===== src/hw/rtl/ofl_pkg.sv =====
`timescale 1ns / 1ps
`default_nettype none
// ----------------------------------------------------------------------------
// ofl_pkg: shared types and constants of the face line parser
// Result record, result kinds, parse phases and byte classifiers.
// ----------------------------------------------------------------------------
package ofl_pkg;

    localparam int MAX_POINTS_DEF = 16;
    localparam int FIFO_DEPTH     = 4;
    localparam int FIFO_AW        = $clog2(FIFO_DEPTH);

    // Result kinds.
    localparam logic [2:0] K_POINT    = 3'd0;
    localparam logic [2:0] K_FINISH   = 3'd1;
    localparam logic [2:0] K_EXPECT   = 3'd2;
    localparam logic [2:0] K_TOOMANY  = 3'd3;
    localparam logic [2:0] K_OVERFLOW = 3'd4;

    // Parse phases.
    localparam logic [3:0] PH_START   = 4'd0;
    localparam logic [3:0] PH_V_NUM   = 4'd1;
    localparam logic [3:0] PH_V_AFTER = 4'd2;
    localparam logic [3:0] PH_SLASH1  = 4'd3;
    localparam logic [3:0] PH_SLASH2  = 4'd4;
    localparam logic [3:0] PH_T_NUM   = 4'd5;
    localparam logic [3:0] PH_T_AFTER = 4'd6;
    localparam logic [3:0] PH_SLASH3  = 4'd7;
    localparam logic [3:0] PH_N_NUM   = 4'd8;

    localparam logic [7:0]  CHAR_SLASH = 8'h2F;
    localparam logic [7:0]  CHAR_ZERO  = 8'h30;
    localparam logic [31:0] INDEX_ONE  = 32'd1;

    typedef struct packed {
        logic [2:0]  kind;
        logic [31:0] vertex;
        logic [31:0] texture;
        logic [31:0] normal;
        logic [3:0]  pnum;
        logic [4:0]  pcnt;
        logic        last;
    } result_t;

    function automatic logic is_ws(input logic [7:0] c);
        return (c == 8'd32) || ((c >= 8'd9) && (c <= 8'd13));
    endfunction

    function automatic logic is_digit(input logic [7:0] c);
        return (c >= 8'd48) && (c <= 8'd57);
    endfunction

    // Finish or error record: no point data, only the count.
    function automatic result_t make_end(input logic [2:0] kind, input logic [4:0] pcnt);
        result_t r;
        r         = '0;
        r.kind    = kind;
        r.pcnt    = pcnt;
        r.last    = 1'b1;
        return r;
    endfunction

endpackage
`default_nettype wire


===== src/hw/rtl/ofl_core.sv =====
`timescale 1ns / 1ps
`default_nettype none
// ----------------------------------------------------------------------------
// ofl_core: face line parse state and result generation
// Updates the parse phase and index accumulators for one byte per cycle while in_valid is high, and
// produces up to two result records for each accepted beat.
// ----------------------------------------------------------------------------
module ofl_core #(
    parameter int MAX_POINTS = ofl_pkg::MAX_POINTS_DEF
) (
    input  wire logic            aclk,
    input  wire logic            aresetn,
    input  wire logic            in_valid,
    input  wire logic [7:0]      in_char,
    input  wire logic            in_end,
    output logic [1:0]           push_cnt,
    output ofl_pkg::result_t     res0,
    output ofl_pkg::result_t     res1
);
    import ofl_pkg::*;

    localparam int PW = $clog2(MAX_POINTS + 1);

    logic [3:0]    phase_reg, phase_next;
    logic [31:0]   vacc_reg, vacc_next;
    logic [31:0]   tacc_reg, tacc_next;
    logic [31:0]   nacc_reg, nacc_next;
    logic [PW-1:0] pts_reg, pts_next;
    logic          drain_reg, drain_next;

    logic [PW-1:0] pts_inc;
    logic [PW-1:0] pts_cur;
    logic [3:0]    digit;
    logic [31:0]   acc_sel;
    logic [35:0]   acc_prod;
    logic          acc_ovf;
    logic          c_ws, c_dig, c_slash;
    logic          emit, begin_pt, do_fail;
    logic [2:0]    fail_kind;
    result_t       point_res;

    // Decimal accumulate as acc*8 + acc*2 + digit, overflow in the top bits.
    assign digit    = 4'(in_char - CHAR_ZERO);
    assign acc_sel  = (phase_reg == PH_V_NUM) ? vacc_reg :
                      (phase_reg == PH_T_NUM) ? tacc_reg : nacc_reg;
    assign acc_prod = {1'b0, acc_sel, 3'b000} + {3'b000, acc_sel, 1'b0} + 36'(digit);
    assign acc_ovf  = |acc_prod[35:32];

    assign c_ws    = is_ws(in_char);
    assign c_dig   = is_digit(in_char);
    assign c_slash = (in_char == CHAR_SLASH);
    assign pts_inc = pts_reg + PW'(1);

    // Record for the point currently held in the accumulators.
    always_comb begin
        point_res         = '0;
        point_res.kind    = K_POINT;
        point_res.vertex  = vacc_reg;
        point_res.texture = tacc_reg;
        point_res.normal  = nacc_reg;
        point_res.pnum    = 4'(pts_reg);
        point_res.pcnt    = 5'(pts_inc);
        point_res.last    = 1'b0;
    end

    // Next state and results for one beat.
    always_comb begin
        phase_next = phase_reg;
        vacc_next  = vacc_reg;
        tacc_next  = tacc_reg;
        nacc_next  = nacc_reg;
        pts_next   = pts_reg;
        drain_next = drain_reg;
        res0       = '0;
        res1       = '0;
        push_cnt   = 2'd0;
        emit       = 1'b0;
        begin_pt   = 1'b0;
        do_fail    = 1'b0;
        fail_kind  = K_EXPECT;
        pts_cur    = pts_reg;

        if (in_valid && in_end) begin
            if (!drain_reg) begin
                case (phase_reg)
                    PH_V_NUM, PH_V_AFTER, PH_T_NUM, PH_T_AFTER, PH_N_NUM: begin
                        res0     = point_res;
                        res1     = make_end(K_FINISH, 5'(pts_inc));
                        push_cnt = 2'd2;
                    end
                    PH_SLASH1, PH_SLASH2, PH_SLASH3: begin
                        res0     = make_end(K_EXPECT, 5'(pts_reg));
                        push_cnt = 2'd1;
                    end
                    default: begin
                        res0     = make_end(K_FINISH, 5'(pts_reg));
                        push_cnt = 2'd1;
                    end
                endcase
            end
            // Every line end returns the parser to its reset state.
            phase_next = PH_START;
            vacc_next  = '0;
            tacc_next  = INDEX_ONE;
            nacc_next  = INDEX_ONE;
            pts_next   = '0;
            drain_next = 1'b0;
        end else if (in_valid && !drain_reg) begin
            case (phase_reg)
                PH_V_NUM, PH_T_NUM, PH_N_NUM: begin
                    if (c_dig) begin
                        if (acc_ovf) begin
                            do_fail   = 1'b1;
                            fail_kind = K_OVERFLOW;
                        end else if (phase_reg == PH_V_NUM) begin
                            vacc_next = acc_prod[31:0];
                        end else if (phase_reg == PH_T_NUM) begin
                            tacc_next = acc_prod[31:0];
                        end else begin
                            nacc_next = acc_prod[31:0];
                        end
                    end else if (phase_reg != PH_N_NUM && c_ws) begin
                        phase_next = (phase_reg == PH_V_NUM) ? PH_V_AFTER : PH_T_AFTER;
                    end else if (phase_reg != PH_N_NUM && c_slash) begin
                        phase_next = (phase_reg == PH_V_NUM) ? PH_SLASH1 : PH_SLASH3;
                    end else begin
                        emit     = 1'b1;
                        begin_pt = 1'b1;
                    end
                end
                PH_V_AFTER, PH_T_AFTER: begin
                    if (c_ws) begin
                        phase_next = phase_reg;
                    end else if (c_slash) begin
                        phase_next = (phase_reg == PH_V_AFTER) ? PH_SLASH1 : PH_SLASH3;
                    end else begin
                        emit     = 1'b1;
                        begin_pt = 1'b1;
                    end
                end
                PH_SLASH1: begin
                    if (c_ws) begin
                        phase_next = phase_reg;
                    end else if (c_slash) begin
                        tacc_next  = INDEX_ONE;
                        phase_next = PH_SLASH2;
                    end else if (c_dig) begin
                        tacc_next  = 32'(digit);
                        phase_next = PH_T_NUM;
                    end else begin
                        do_fail = 1'b1;
                    end
                end
                PH_SLASH2, PH_SLASH3: begin
                    if (c_ws) begin
                        phase_next = phase_reg;
                    end else if (c_dig) begin
                        nacc_next  = 32'(digit);
                        phase_next = PH_N_NUM;
                    end else begin
                        do_fail = 1'b1;
                    end
                end
                default: begin
                    begin_pt = 1'b1;
                end
            endcase

            // A finished point goes out before anything the same byte causes.
            if (emit) begin
                res0       = point_res;
                push_cnt   = 2'd1;
                pts_next   = pts_inc;
                pts_cur    = pts_inc;
                phase_next = PH_START;
            end

            // The byte may open a new point.
            if (begin_pt) begin
                phase_next = PH_START;
                if (!c_ws) begin
                    if (pts_cur >= PW'(MAX_POINTS)) begin
                        do_fail   = 1'b1;
                        fail_kind = K_TOOMANY;
                    end else if (!c_dig) begin
                        do_fail   = 1'b1;
                        fail_kind = K_EXPECT;
                    end else begin
                        vacc_next  = 32'(digit);
                        tacc_next  = INDEX_ONE;
                        nacc_next  = INDEX_ONE;
                        phase_next = PH_V_NUM;
                    end
                end
            end

            // An error ends the line; the rest is dropped until line end.
            if (do_fail) begin
                drain_next = 1'b1;
                if (emit) begin
                    res1     = make_end(fail_kind, 5'(pts_cur));
                    push_cnt = 2'd2;
                end else begin
                    res0     = make_end(fail_kind, 5'(pts_cur));
                    push_cnt = 2'd1;
                end
            end
        end
    end

    // State registers.
    always_ff @(posedge aclk) begin
        if (!aresetn) begin
            phase_reg <= PH_START;
            vacc_reg  <= '0;
            tacc_reg  <= INDEX_ONE;
            nacc_reg  <= INDEX_ONE;
            pts_reg   <= '0;
            drain_reg <= 1'b0;
        end else begin
            phase_reg <= phase_next;
            vacc_reg  <= vacc_next;
            tacc_reg  <= tacc_next;
            nacc_reg  <= nacc_next;
            pts_reg   <= pts_next;
            drain_reg <= drain_next;
        end
    end

    // The point counter never passes the limit.
    a_pts_limit: assert property (@(posedge aclk) disable iff (!aresetn)
        pts_reg <= PW'(MAX_POINTS))
        else $error("point count above limit");

    // While draining, only a line end produces results.
    a_drain_quiet: assert property (@(posedge aclk) disable iff (!aresetn)
        (drain_reg && !in_end) |-> (push_cnt == 2'd0))
        else $error("result while draining");

    // Two results in one beat always start with a point.
    a_pair_order: assert property (@(posedge aclk) disable iff (!aresetn)
        (push_cnt == 2'd2) |-> (res0.kind == K_POINT && res1.last))
        else $error("bad result pair");

endmodule
`default_nettype wire


===== src/hw/rtl/ofl_fifo.sv =====
`timescale 1ns / 1ps
`default_nettype none
// ----------------------------------------------------------------------------
// ofl_fifo: result queue
// Takes zero, one or two result records per cycle and hands out one beat per
// cycle while m_ready is high. Ready to the parser means room for two records.
// ----------------------------------------------------------------------------
module ofl_fifo (
    input  wire logic             aclk,
    input  wire logic             aresetn,
    input  wire logic [1:0]       push_cnt,
    input  wire ofl_pkg::result_t res0,
    input  wire ofl_pkg::result_t res1,
    output logic                  room,
    output logic                  m_valid,
    input  wire logic             m_ready,
    output ofl_pkg::result_t      m_data
);
    import ofl_pkg::*;

    localparam int CW = $clog2(FIFO_DEPTH + 1);

    result_t            mem [FIFO_DEPTH];
    logic [FIFO_AW-1:0] wr_ptr_reg, wr_ptr_next;
    logic [FIFO_AW-1:0] rd_ptr_reg, rd_ptr_next;
    logic [CW-1:0]      cnt_reg, cnt_next;
    logic               pop;
    logic [FIFO_AW-1:0] wr_ptr_p1;

    assign m_valid   = (cnt_reg != '0);
    assign m_data    = mem[rd_ptr_reg];
    assign room      = (cnt_reg <= CW'(FIFO_DEPTH - 2));
    assign pop       = m_valid && m_ready;
    assign wr_ptr_p1 = wr_ptr_reg + FIFO_AW'(1);

    // Pointer and fill count update.
    always_comb begin
        wr_ptr_next = wr_ptr_reg + FIFO_AW'(push_cnt);
        rd_ptr_next = rd_ptr_reg + FIFO_AW'(pop);
        cnt_next    = cnt_reg + CW'(push_cnt) - CW'(pop);
    end

    always_ff @(posedge aclk) begin
        if (!aresetn) begin
            wr_ptr_reg <= '0;
            rd_ptr_reg <= '0;
            cnt_reg    <= '0;
        end else begin
            wr_ptr_reg <= wr_ptr_next;
            rd_ptr_reg <= rd_ptr_next;
            cnt_reg    <= cnt_next;
        end
    end

    // Record storage, first record at the write pointer.
    always_ff @(posedge aclk) begin
        if (push_cnt != 2'd0) begin
            mem[wr_ptr_reg] <= res0;
        end
        if (push_cnt == 2'd2) begin
            mem[wr_ptr_p1] <= res1;
        end
    end

    // Fill count stays within the queue.
    a_cnt_bound: assert property (@(posedge aclk) disable iff (!aresetn)
        cnt_reg <= CW'(FIFO_DEPTH))
        else $error("result queue overrun");

    // Records are only written when room was granted.
    a_push_room: assert property (@(posedge aclk) disable iff (!aresetn)
        (push_cnt != 2'd0) |-> room)
        else $error("push without room");

    // A beat that is held back stays in place.
    a_hold: assert property (@(posedge aclk) disable iff (!aresetn)
        (m_valid && !m_ready) |=> (m_valid && $stable(rd_ptr_reg)))
        else $error("stalled beat lost");

endmodule
`default_nettype wire


===== src/hw/rtl/obj_face_line_parser.sv =====
`timescale 1ns / 1ps
`default_nettype none
// A result beat is registered into the result queue when its input beat is taken and is offered on m_ from there.
// Throughput: one input beat per cycle; the parse phase and decimal accumulate are
// one register-to-register step. A line end that closes a point yields two output
// beats, and the four-entry result queue throttles s_tready when m_tready stalls.
// Reset (aresetn low, synchronous) clears the parse state and empties the queue.
// ----------------------------------------------------------------------------
// obj_face_line_parser: streaming face line index parser
// Parses v, v/t, v//n and v/t/n points one byte per beat and reports points,
// line finish and errors on the result stream.
// ----------------------------------------------------------------------------
module obj_face_line_parser #(
    parameter int MAX_POINTS = ofl_pkg::MAX_POINTS_DEF
) (
    input  wire logic         aclk,
    input  wire logic         aresetn,
    input  wire logic         s_tvalid,
    output logic              s_tready,
    input  wire logic [7:0]   s_tdata,   // [7:0] character
    input  wire logic         s_tlast,   // line_end
    output logic              m_tvalid,
    input  wire logic         m_tready,
    output logic [111:0]      m_tdata,   // [31:0] vertex_index, [63:32] texture_index,
                                         // [95:64] normal_index, [99:96] point_number,
                                         // [104:100] point_count, [111:105] zero
    output logic [2:0]        m_tuser,   // [2:0] result_kind
    output logic              m_tlast    // last
);
    import ofl_pkg::*;

    logic    accept;
    logic    room;
    logic [1:0] push_cnt;
    result_t res0, res1;
    result_t out_rec;

    assign s_tready = room;
    assign accept   = s_tvalid && room;

    ofl_core #(
        .MAX_POINTS (MAX_POINTS)
    ) u_core (
        .aclk     (aclk),
        .aresetn  (aresetn),
        .in_valid (accept),
        .in_char  (s_tdata),
        .in_end   (s_tlast),
        .push_cnt (push_cnt),
        .res0     (res0),
        .res1     (res1)
    );

    ofl_fifo u_fifo (
        .aclk     (aclk),
        .aresetn  (aresetn),
        .push_cnt (push_cnt),
        .res0     (res0),
        .res1     (res1),
        .room     (room),
        .m_valid  (m_tvalid),
        .m_ready  (m_tready),
        .m_data   (out_rec)
    );

    // Output beat packing.
    assign m_tdata = {7'b0, out_rec.pcnt, out_rec.pnum, out_rec.normal,
                      out_rec.texture, out_rec.vertex};
    assign m_tuser = out_rec.kind;
    assign m_tlast = out_rec.last;

endmodule
`default_nettype wire

===== config.mk =====
export PLATFORM = sky130hd
export DESIGN_NAME = obj_face_line_parser
export DESIGN_NICKNAME = d
export VERILOG_FILES = /design/src/hw/rtl/ofl_pkg.sv /design/src/hw/rtl/ofl_core.sv /design/src/hw/rtl/ofl_fifo.sv /design/src/hw/rtl/obj_face_line_parser.sv
export SDC_FILE = /design/constraint.sdc
export NUM_CORES = 1
export LEC_CHECK = 0
export CAP_MARGIN = 30
export CORE_MARGIN = 4
export CORE_UTILIZATION = 38
export CTS_CLUSTER_SIZE = 10
export DETAILED_ROUTE_END_ITERATION = 7
export DONT_BUFFER_PORTS = 1
export PLACE_DENSITY_LB_ADDON = 0.08
export SLEW_MARGIN = 20
export SYNTH_ARGS = -nofsm -noshare
export SYNTH_HDL_FRONTEND = slang
export SYNTH_SLANG_ARGS = --single-unit

===== constraint.sdc =====
create_clock -name aclk -period 11.28 [get_ports aclk]
set_input_delay 1.128 -clock aclk [delete_from_list [all_inputs] [get_ports aclk]]
set_output_delay 1.128 -clock aclk [all_outputs]
set_load 0.01 [all_outputs]

-- After elaboration in Yosys (flattened, before gate mapping)
Memory sizes are Yosys's and may differ from the RTL's. A register that Yosys moved wholly into a read port is not among the register bits.
Cells that the tools add are included.
- multiplexer cells: 111
- reduce and logical (&&, ||, !) cells: 22
- order comparisons: 6
- bitwise gates (word level): 1
- add/sub/neg operators: 9
- equality and inequality tests: 20
- operators by type and width (cell ; number):
    $mux 109 ; 10
    $mux 32 ; 31
    $pmux 108 s2 ; 1
    $pmux 32 s2 ; 2
    $mux 107 ; 1
    $mux 106 ; 1
    $mux 4 ; 14
    $add 35x33->36 ; 1
    $add 36x4->36 ; 1
    $mux 3 ; 10
    $mux 1 ; 27
    $ne 4x4->1 const B ; 5
    $eq 4x3->1 const B ; 4
    $eq 8x6->1 const B ; 2
    $pmux 4 s4 ; 1
    $mux 5 ; 3
    $mux 2 ; 7
    $ne 5x1->1 const B ; 2
    $reduce_and 10->1 ; 1
    $eq 4x2->1 const B ; 2
    $ge 8x4->1 const B ; 1
    $ge 8x6->1 const B ; 1
    $le 8x4->1 const B ; 1
    $le 8x6->1 const B ; 1
    other kinds (27) ; 39
- memories kept: 1
- register bits: 113
- logic and storage cells: 179
- bits of input ports: 13
- output and inout port bits: 118
- RAM bits: 436
- memories (name ; depth ; width ; read ports ; clocked after Yosys merged registers in ; write ports ; RTL line ; text):
    u_fifo.mem ; 4 ; 109 ; 1 ; 1 ; 2 ; ofl_fifo.sv:23 ; result_t mem [FIFO_DEPTH];

-- Logic depth before layout (Yosys ltp)
Gate-level depths: netlist of run 1.
- depth after elaboration: 24
- mapped depth: 27
- mapped depth without buffers: 22

-- By module
A second synthesis of run 1 with hierarchy kept.
- cell total of the unflattened synthesis: 2237
- area total of the unflattened synthesis: 30488.0 um^2
- modules (own cells, without submodules) (module ; area an instance (um^2) ; sequential area each (um^2) ; instances ; cells each):
    ofl_fifo ; 21358.0 ; 13232.7 ; 1 ; 1099
    ofl_core ; 9067.4 ; 2122.0 ; 1 ; 1129
    obj_face_line_parser ; 62.6 ; 0.0 ; 1 ; 9

-- Least setup slack after synthesis of run 1
No wires, ideal clock.
- kind: reg-to-reg
- start point: register u_core.phase_reg[2]
- end point: memory u_fifo.mem[0][0] (netlist bit), enable pin
- arrival time: 6.558 ns
- period minus slack after synthesis: 6.887 ns
- library setup time: 0.329 ns
- buffers on the path: 6
- required time: 10.951 ns
- cell stages (with the launch flop): 26
- slack: 4.393 ns
- cell sequence: dfxtp_1 > clkbuf_1 > buf_1 > buf_1 > mux2i_1 > o21ai_0 > fa_1 > ha_1 > a21oi_1 > nand4b_1 > a2111oi_2 > o311ai_2 > o211ai_1 > xor2_2 > o31ai_2 > nand2_1 > ha_1 > or2_2 > a21oi_1 > nor2b_1 > buf_2 > nor3_1 > nor2_1 > clkbuf_1 > buf_2 > inv_1
- RTL lines (element ; RTL line ; text):
    start: declaration ; ofl_core.sv:24 ; logic [3:0] phase_reg, phase_next;
    start signal: assignment ; ofl_core.sv:221 ; phase_reg <= phase_next;
    end: declaration ; ofl_fifo.sv:23 ;

==> flow_summary.toml, run 1 <==
[status]
outcome = "completed"

[sta]
fin_tns_setup_ps = 0
fin_skew_ps = 17.1
finalHoldViolCount = 0
slew_headroom_pct = 28.6
period_minus_slack_ps = 8830
rsz0062_at_grt = "false"
finalCritPeriodShare_pct = 78.2
tightest_slew_ps = 1070
setup_viol = 0
fmax_mhz = 113
hold_ws_ps = 458
slew_violations = 0

[yosys]
yosysMostFrequentCell = "dfxtp_1"
ys_seq_area_share_pct = 45.8
yosysTopAreaCell = "dfxtp_1"
synth_area_leaders = "dfxtp_1 41%, a32o_1 16%, mux4_2 9.9%, edfxtp_1 4.4%, ha_1 3.6%"
synth_top_cells_by_count = "513 x dfxtp_1, 396 x a32o_1, 128 x clkbuf_1"
postSynthCellCount = 2164
ys_ff_latch = 549
synth_edf_count = 36
yosysUniqueCellTypes = 95
synth_flop_cell = "dfxtp_1"
yosys_warnings = 0
synth_top_area_share_pct = 41.5
synthArstFlopShare_pct = 0
syn_area_per_cell_um2 = 11.4
syn-cell-area_um2 = 24800

[drt]
wl_um = 81000
drc = 0
vias = 18900
wl_per_cell_um = 27.8
drtIter0Drc = 1631
dr.pass1.iters = 6
ant_nets = 0
via_per_inst = 6.50

[critical_path]
required_ps = 11800
crit_chain = "or3b_2 > buf_4 > o21ai_0 > fa_1 > ha_1 > a21oi_1 > nand4b_1 > a2111oi_2 > o311ai_2 > o211ai_1 > xor2_2 > o31ai_2 > nand2_1 > ha_1 > a21oi_1 > nor2b_1 > nor2_4 > buf_4 > nor2_4 > buf_4 > buf_4 > a22o_1"
cp_common_cell = "buf_4"
crit_buf_inv = 4
slowest_delay_ps = 750
cp_slowest_cell = "or3b_2"
start_kind = "flop"
path_max_fanout = 54
critPathTopFamily = "compound AO/OA/AOI/OAI gates"
crit_type = "reg2reg"
critPathArrivalTime_ps = 9350
worstSetupEndpointType = "flop"

[clock_tree]
root_buffer = "clkbuf_16"
ctsResizeCount = 0
cts_tree = "built"
clkLatencyLatePin_ps = 590
numClockSinks = 549
cts_max_path_buffers = 3
numCtsBuffers = 67
postCtsSetupBuffers = 0
clkTransAtPathRegs_ps = 60
h-tree-depth = 3
hold_buffers = 0

[floorplan]
core_um2 = 64500
start_util_pct = 38.4
die_w_um = 263
ioPinCount = 131
rows = 93
die_area_um2 = 69300
die_h_um = 263

[place]
dp.final_hpwl_um = 51400
io_buffer_count = 0
place.gp.congestion = 0.868

[pwr]
power_density_nw_per_um2 = 179
irDropWorstVdd_v = 0.000102
power_w = 0.00487
p_leak_nw = 9.13

[global_route]
antenna_found_initial = 1
grt_max_degree = 231
grt_pass1_wl_um = 121000
grt_use_total_pct = 22.5
overflow = 0
grt_pass1_vias = 18200

[cells_and_area]
largest-register = "u_fifo.mem"
area_delta_synth_final_pct = 9.63
largest_register_ffs = 436
antenna_cells = 0
final_nets = 2126
drive_gt1_share_pct = 14.1
fin_util_pct = 42.1

[job]
drv_cap = 0

[worst_hold_path]
min_path_type = "reg2reg"
## cells by family (layout without fill, tap and decap cells)
| kind of cell | Yosys count | in the layout | share of synthesized area [%] |
|---|---|---|---|
| compound gates | 740 | 740 | 25.7 |
| xor+xnor | 45 | 45 | 1.65 |
| fa+ha+maj | 74 | 74 | 3.83 |
| buf+inv | 248 | 140 | 4.25 |
| flops | 549 | 549 | 45.8 |
| mux | 151 | 151 | 11.6 |
| other cells | 1 | 7 | 0.0151 |
| simple gates | 356 | 356 | 7.11 |
## cells in the final DEF (no fill, tap or decap), types with 15 or more instances in the layout
cell type and n:
a21o_1 19, a21oi_1 51, a32o_1 396, buf_4 31, clkbuf_16 71, dfxtp_1 510
edfxtp_1 36, ha_1 71, mux2i_1 37, mux4_2 109, nand2_1 123, nand3_1 24
nor2_1 77, nor3_1 15, o21ai_0 94, o22ai_1 19, o2bb2ai_1 51, xnor2_1 24
xor2_1 19
## power by group
part / leakage [nW] / switching [W] / internal [W]
Clock: 0.932 / 0.000791 / 0.00116
Sequential: 4.46 / 0.0000877 / 0.00200
Combinational: 3.74 / 0.000596 / 0.000231
## cell type report
| class | instances | area [um^2] |
|---|---|---|
| clock buffers | 87 | 1860 |
| multi-input cells | 1373 | 12400 |
| fillers | 6121 | 37300 |
| well taps | 855 | 1070 |
| repair buffers | 34 | 308 |
| inverters | 14 | 52.6 |
| flip-flops and latches | 549 | 11400 |
| clock inverters | 5 | 56.3 |
## metrics by stage
| step | cells | cell area, um^2 | worst slack (ps) |
|---|---|---|---|
| final | 2917 | 27200 | 2450 |
| after global routing | 2917 | 27200 | 1760 |
| after CTS | 2915 | 27100 | 2440 |
| after detailed placement | 2823 | 25200 | 2480 |
| after global placement | 2823 | 25200 | 2510 |
| after floorplan | 2170 | 24800 | 4390 |
## per-layer routing
metal | vias to the layer above | wire (um) | track usage, % | part of all wire [%]
li1 | 8436 | - | - | -
met1 | 9858 | 36100 | 31.3 | 45
met2 | 566 | 37900 | 36.1 | 47
met3 | 86 | 5110 | 4.33 | 6.3
met4 | 0 | 1820 | 6.03 | 2.2
met5 | - | 0 | 0 | 0
## path summary, 6_finish.rpt
check	slack (ps)	endpoint	cells after the start	start
worst max-delay path	2450	u_fifo.mem[2][6]	22	u_core.phase_reg[0]
worst min-delay path	460	u_fifo.mem[1][13]	1	u_fifo.mem[1][13]
worst max register to register	2450	u_fifo.mem[2][6]	22	u_core.phase_reg[0]
worst min register to register	460	u_fifo.mem[1][13]	1	u_fifo.mem[1][13]
Power figures use the tool's default switching activity.
==> run 2, diff against run 1 <==
- clock period: 11.28 -> 7.3 ns (I/O delays scaled with it)
==> flow_summary.toml, run 2 (synthesis results as in run 1) <==
[clock_tree]
postCtsSetupBuffers = 0
numClockSinks = 549
numCtsBuffers = 68
cts_tree = "built"
clkLatencyLatePin_ps = 610
root_buffer = "clkbuf_16"
clkTransAtPathRegs_ps = 60
cts_max_path_buffers = 3
hold_buffers = 0
ctsResizeCount = 0
h-tree-depth = 3

[place]
dp.final_hpwl_um = 51700
place.gp.congestion = 0.930
io_buffer_count = 0

[drt]
drc = 0
drtIter0Drc = 1804
dr.pass1.iters = 5
vias = 18900
via_per_inst = 6.43
wl_per_cell_um = 27.3
wl_um = 80200
ant_nets = 0

[cells_and_area]
largest_register_ffs = 436
fin_util_pct = 42.7
n_fill_cell = 6054
area_delta_synth_final_pct = 11.1
drive_gt1_share_pct = 14.9
largest-register = "u_fifo.mem"
antenna_cells = 0
layout.area.seq_um2 = 11400
final_nets = 2141
layout_common_cells = "510 x dfxtp_1, 396 x a32o_1, 123 x nand2_1, 109 x mux4_2, 94 x o21ai_0"
final_common_cell = "dfxtp_1"
multi_input_area_um2 = 12500

[sta]
finalHoldViolCount = 0
period_minus_slack_ps = 6890
setup_viol = 0
fin_skew_ps = 19.8
slew_violations = 0
rsz0062_at_grt = "false"
tightest_slew_ps = 1010
fmax_mhz = 145
finalCritPeriodShare_pct = 94.4
fin_tns_setup_ps = 0
slew_headroom_pct = 32.5

[global_route]
antenna_found_initial = 0
grt_pass1_wl_um = 121000
grt_pass1_vias = 18800
grt_max_degree = 206
overflow = 0
grt_use_total_pct = 22.3

[pwr]
p_comb_share_pct = 17.9
power_density_nw_per_um2 = 278
p_sw_share_pct = 30.2
irDropWorstVdd_v = 0.000245
p_switching_w = 0.00231
clkPwrFrac_pct = 40.6
p_int_w = 0.00533
pwr-share-seq_pct = 41.5
p_leak_nw = 9.30

[critical_path]
crit_chain = "or3b_2 > o21ai_0 > fa_1 > ha_1 > a21oi_1 > nand4b_1 > a2111oi_2 > o311ai_2 > o211ai_1 > xor2_2 > o31ai_2 > nand2_1 > ha_1 > or2_2 > a21oi_1 > nor2b_2 > nor3_2 > nor2_4 > buf_12 > a32o_1"
worstSetupEndpointType = "flop"
cp_slowest_cell = "or3b_2"
path_max_fanout = 100
critPathArrivalTime_ps = 7380
crit_type = "reg2reg"
start_kind = "flop"
required_ps = 7780
slowest_delay_ps = 630

[floorplan]
rows = 93
ioPinCount = 131
die_h_um = 263
core_um2 = 64500
die_area_um2 = 69300
die_w_um = 263
start_util_pct = 38.4

[job]
drv_cap = 0

[status]
outcome = "completed"

[worst_hold_path]
min_path_type = "in2reg"
run 2: changes by cell type in the layout (fill, tap and decap cells not counted), sizes merged:
cell / delta
buf: +14
bufinv: +1
clkbuf: +2
clkinv: -2
inv: +4
run 2: final cells by class:
type	instances	share of cell area (%)
clock buffer	89	6.77
inverter	14	0.191
timing repair buffer	48	2.15
sequential	549	41.3
clock inverter	8	0.446
multi-input combinational	1373	45.3
tap	855	3.89
run 2: power groups by stage:
stage	Combinational [W]	Clock, W	Sequential, W
floorplan	0.000965	0	0.00317
CTS	0.00136	0.00318	0.00319
detailed placement	0.00136	0	0.00326
finish	0.00137	0.00310	0.00317
global route	0.00147	0.00330	0.00318
global placement	0.00134	0	0.00325
run 2: worst paths after layout:
path	depth (start not counted)	slack (ps)	to	from
worst min-delay path	1	260	u_fifo.wr_ptr_reg[1]	aresetn
worst max register to register	20	410	u_fifo.mem[0][46]	u_core.phase_reg[0]
worst max-delay path	20	410	u_fifo.mem[0][46]	u_core.phase_reg[0]
worst min register to register	1	460	u_fifo.mem[1][11]	u_fifo.mem[1][11]
run 2: through the flow:
stage | std cells | instance area (um^2) | hold WS (ps) | worst slack, ps | power, W
6_report | 2936 | 27500 | 256 | 406 | 0.00764
5_1_grt | 2936 | 27500 | 228 | 43.0 | 0.00794
4_1_cts | 2935 | 27500 | 217 | 451 | 0.00773
3_5_place_dp | 2838 | 25500 | 449 | 492 | 0.00461
3_3_place_gp | 2837 | 25500 | 440 | 618 | 0.00459
2_1_floorplan | 2170 | 24800 | 437 | 413 | 0.00414
run 2: critical path, delay by kind of cell (launching register included):
family,cells,cell delay (ps)
simple gates,7,2040
buf+inv,1,260
xor+xnor,1,220
flops,1,620
compound gates,8,2360
fa+ha+maj,3,1130
run 2: routing by layer:
layer | up-vias | part of all wire, % | GRT usage (%)
li1 | 8478 | - | -
met1 | 9786 | 46 | 31.1
met2 | 527 | 47 | 36.1
met3 | 95 | 5.4 | 4.33
met4 | 0 | 1.9 | 5.18
met5 | - | 0 | 0
==> run 3, diff against run 2 <==
- CORE_ASPECT_RATIO: default -> 0.5
==> flow_summary.toml, run 3 (synthesis results as in run 1) <==
[sta]
tightest_slew_ps = 1010
rsz0062_at_grt = "false"
period_minus_slack_ps = 6840
finalCritPeriodShare_pct = 93.7
fmax_mhz = 146
fin_tns_setup_ps = 0
hold_ws_ps = 237
slew_violations = 0
fin_skew_ps = 17.4
slew_headroom_pct = 32.5
finalHoldViolCount = 0
setup_viol = 0
layout_setup_ws_ps = 457

[critical_path]
crit_path_start = "u_core.phase_reg[3]"
r2r_setup_slack_ps = 460
cp.depth = 24
crit_buf_inv = 5
required_ps = 7840
critPathArrivalTime_ps = 7390
path_max_fanout = 43
crit_type = "reg2reg"
start_kind = "flop"
slowest_delay_ps = 640
r2r_cells = 24
crit_chain = "or3b_2 > buf_4 > o21ai_0 > ha_1 > ha_1 > o211ai_1 > a211oi_1 > o21ai_0 > a211oi_2 > o31a_1 > o21ai_2 > o31ai_4 > buf_4 > nand2_1 > ha_1 > or2_2 > a21oi_1 > buf_4 > or2_2 > nor2_1 > buf_4 > nor2_4 > buf_12 > a32o_1"
reg2reg_from = "u_core.phase_reg[3]"
timing.rr.end = "u_fifo.mem[2][38]"
cp-endpoint = "u_fifo.mem[2][38]"
cp_common_cell = "buf_4"
critPathTopFamily = "compound AO/OA/AOI/OAI gates"
cp_slowest_cell = "or3b_2"
worstSetupEndpointType = "flop"

[drt]
drc = 0
via_per_inst = 6.44
routed.top_layer = "met4"
ant_nets = 0
drtIter0Drc = 1778
vias = 18900
wl_met1_um = 39100
dr.pass1.iters = 6
met2_length_um = 33900
wl_um = 79400
dr_wl_met3_um = 4960
wl_per_cell_um = 27.1

[pwr]
p_sw_share_pct = 30.9
clkPwrFrac_pct = 36.9
pwr-share-seq_pct = 43.4
irDropWorstVdd_v = 0.000172
power_density_nw_per_um2 = 266
p_int_w = 0.00502
p_leak_nw = 9.16
p_switching_w = 0.00225
p_comb_share_pct = 19.7

[place]
io_buffer_count = 0
dp.final_hpwl_um = 51100
dp_slack_ps = 291
place.gp.congestion = 0.859
postPlaceCellArea_um2 = 25500

[floorplan]
rows = 65
ioPinCount = 131
start_util_pct = 38.8
die_w_um = 369
die_area_um2 = 69600
core_um2 = 63800
die_h_um = 189

[global_route]
antenna_found_initial = 0
grt_pass1_wl_um = 120000
grt_max_degree = 200
overflow = 0
grt_use_total_pct = 22.1
grt_pass1_vias = 18200

[clock_tree]
numClockSinks = 549
clkTransAtPathRegs_ps = 60
h-tree-depth = 2
numCtsBuffers = 61
clkLatencyLatePin_ps = 610
cts_tree = "built"
root_buffer = "clkbuf_16"
hold_buffers = 0
cts_max_path_buffers = 3

[cells_and_area]
largest-register = "u_fifo.mem"
area_delta_synth_final_pct = 10.1
n_fill_cell = 6062
multi_input_area_um2 = 12500
layout_common_cells = "510 x dfxtp_1, 396 x a32o_1, 123 x nand2_1, 109 x mux4_2, 93 x o21ai_0"
final_nets = 2139
antenna_cells = 0
final_common_cell = "dfxtp_1"
largest_register_ffs = 436
drive_gt1_share_pct = 14.5
layout.area.seq_um2 = 11400
layout.cell_area.non_filler_um2 = 27300

[worst_hold_path]
min_path_type = "in2reg"

[job]
drv_cap = 0

[status]
outcome = "completed"
run 3: cell count changes in the layout (fill, tap and decap cells not counted), moves of 2 or more:
cell       change
clkbuf_16      -6
clkbuf_8       -2
clkbuf_1       -7
bufinv_16      -2
buf_12         +2
inv_6          -3
buf_4          +2
run 3: metrics by stage:
stage	cells	total power (W)	utilization, %
after floorplan	2170	0.00414	-
final	2933	0.00726	42.8
after detailed placement	2855	0.00461	40.0
after CTS	2928	0.00730	42.6
after global routing	2933	0.00757	42.8
after global placement	2855	0.00461	40.0
run 3: power groups by stage:
stage | Sequential, W | Combinational, W | Clock (W)
2_1_floorplan | 0.00317 | 0.000965 | 0
3_3_place_gp | 0.00322 | 0.00139 | 0
3_5_place_dp | 0.00322 | 0.00139 | 0
4_1_cts | 0.00315 | 0.00140 | 0.00275
5_1_grt | 0.00316 | 0.00153 | 0.00288
6_report | 0.00315 | 0.00143 | 0.00268
run 3: worst min path at each step:
stage	from	end	slack, ps	depth (start not counted)
after global routing	aresetn	u_fifo.wr_ptr_reg[1]	200	1
after floorplan	u_fifo.mem[1][100]	u_fifo.mem[1][100]	440	1
final	aresetn	u_fifo.wr_ptr_reg[1]	240	1
after CTS	aresetn	u_fifo.wr_ptr_reg[1]	200	1
after global placement	u_fifo.mem[3][28]	u_fifo.mem[3][28]	440	1
after detailed placement	u_fifo.mem[1][43]	u_fifo.mem[1][43]	450	1
run 3: per-layer routing:
layer  vias to the layer above  global-route usage (%)
met1                      9850                    33.2
met3                        84                    4.59
met5                         -                       0
met2                       514                    32.7
met4                         0                    4.53
li1                       8454                       -
run 3: repair_timing:
| item | in CTS | in global routing |
|---|---|---|
| resized for setup | 0 | 9 |
| endpoints found under the setup margin | 0 | 325 |
| setup buffers | 0 | 2 |
run 3: cell type report:
| class | count | share of cell area, % |
|---|---|---|
| timing repair buffer | 53 | 2.46 |
| inverter | 14 | 0.206 |
| clock inverter | 2 | 0.0917 |
| sequential | 549 | 41.6 |
| multi-input combinational | 1373 | 45.7 |
| tap | 871 | 4.00 |
| clock buffer | 71 | 5.85 |
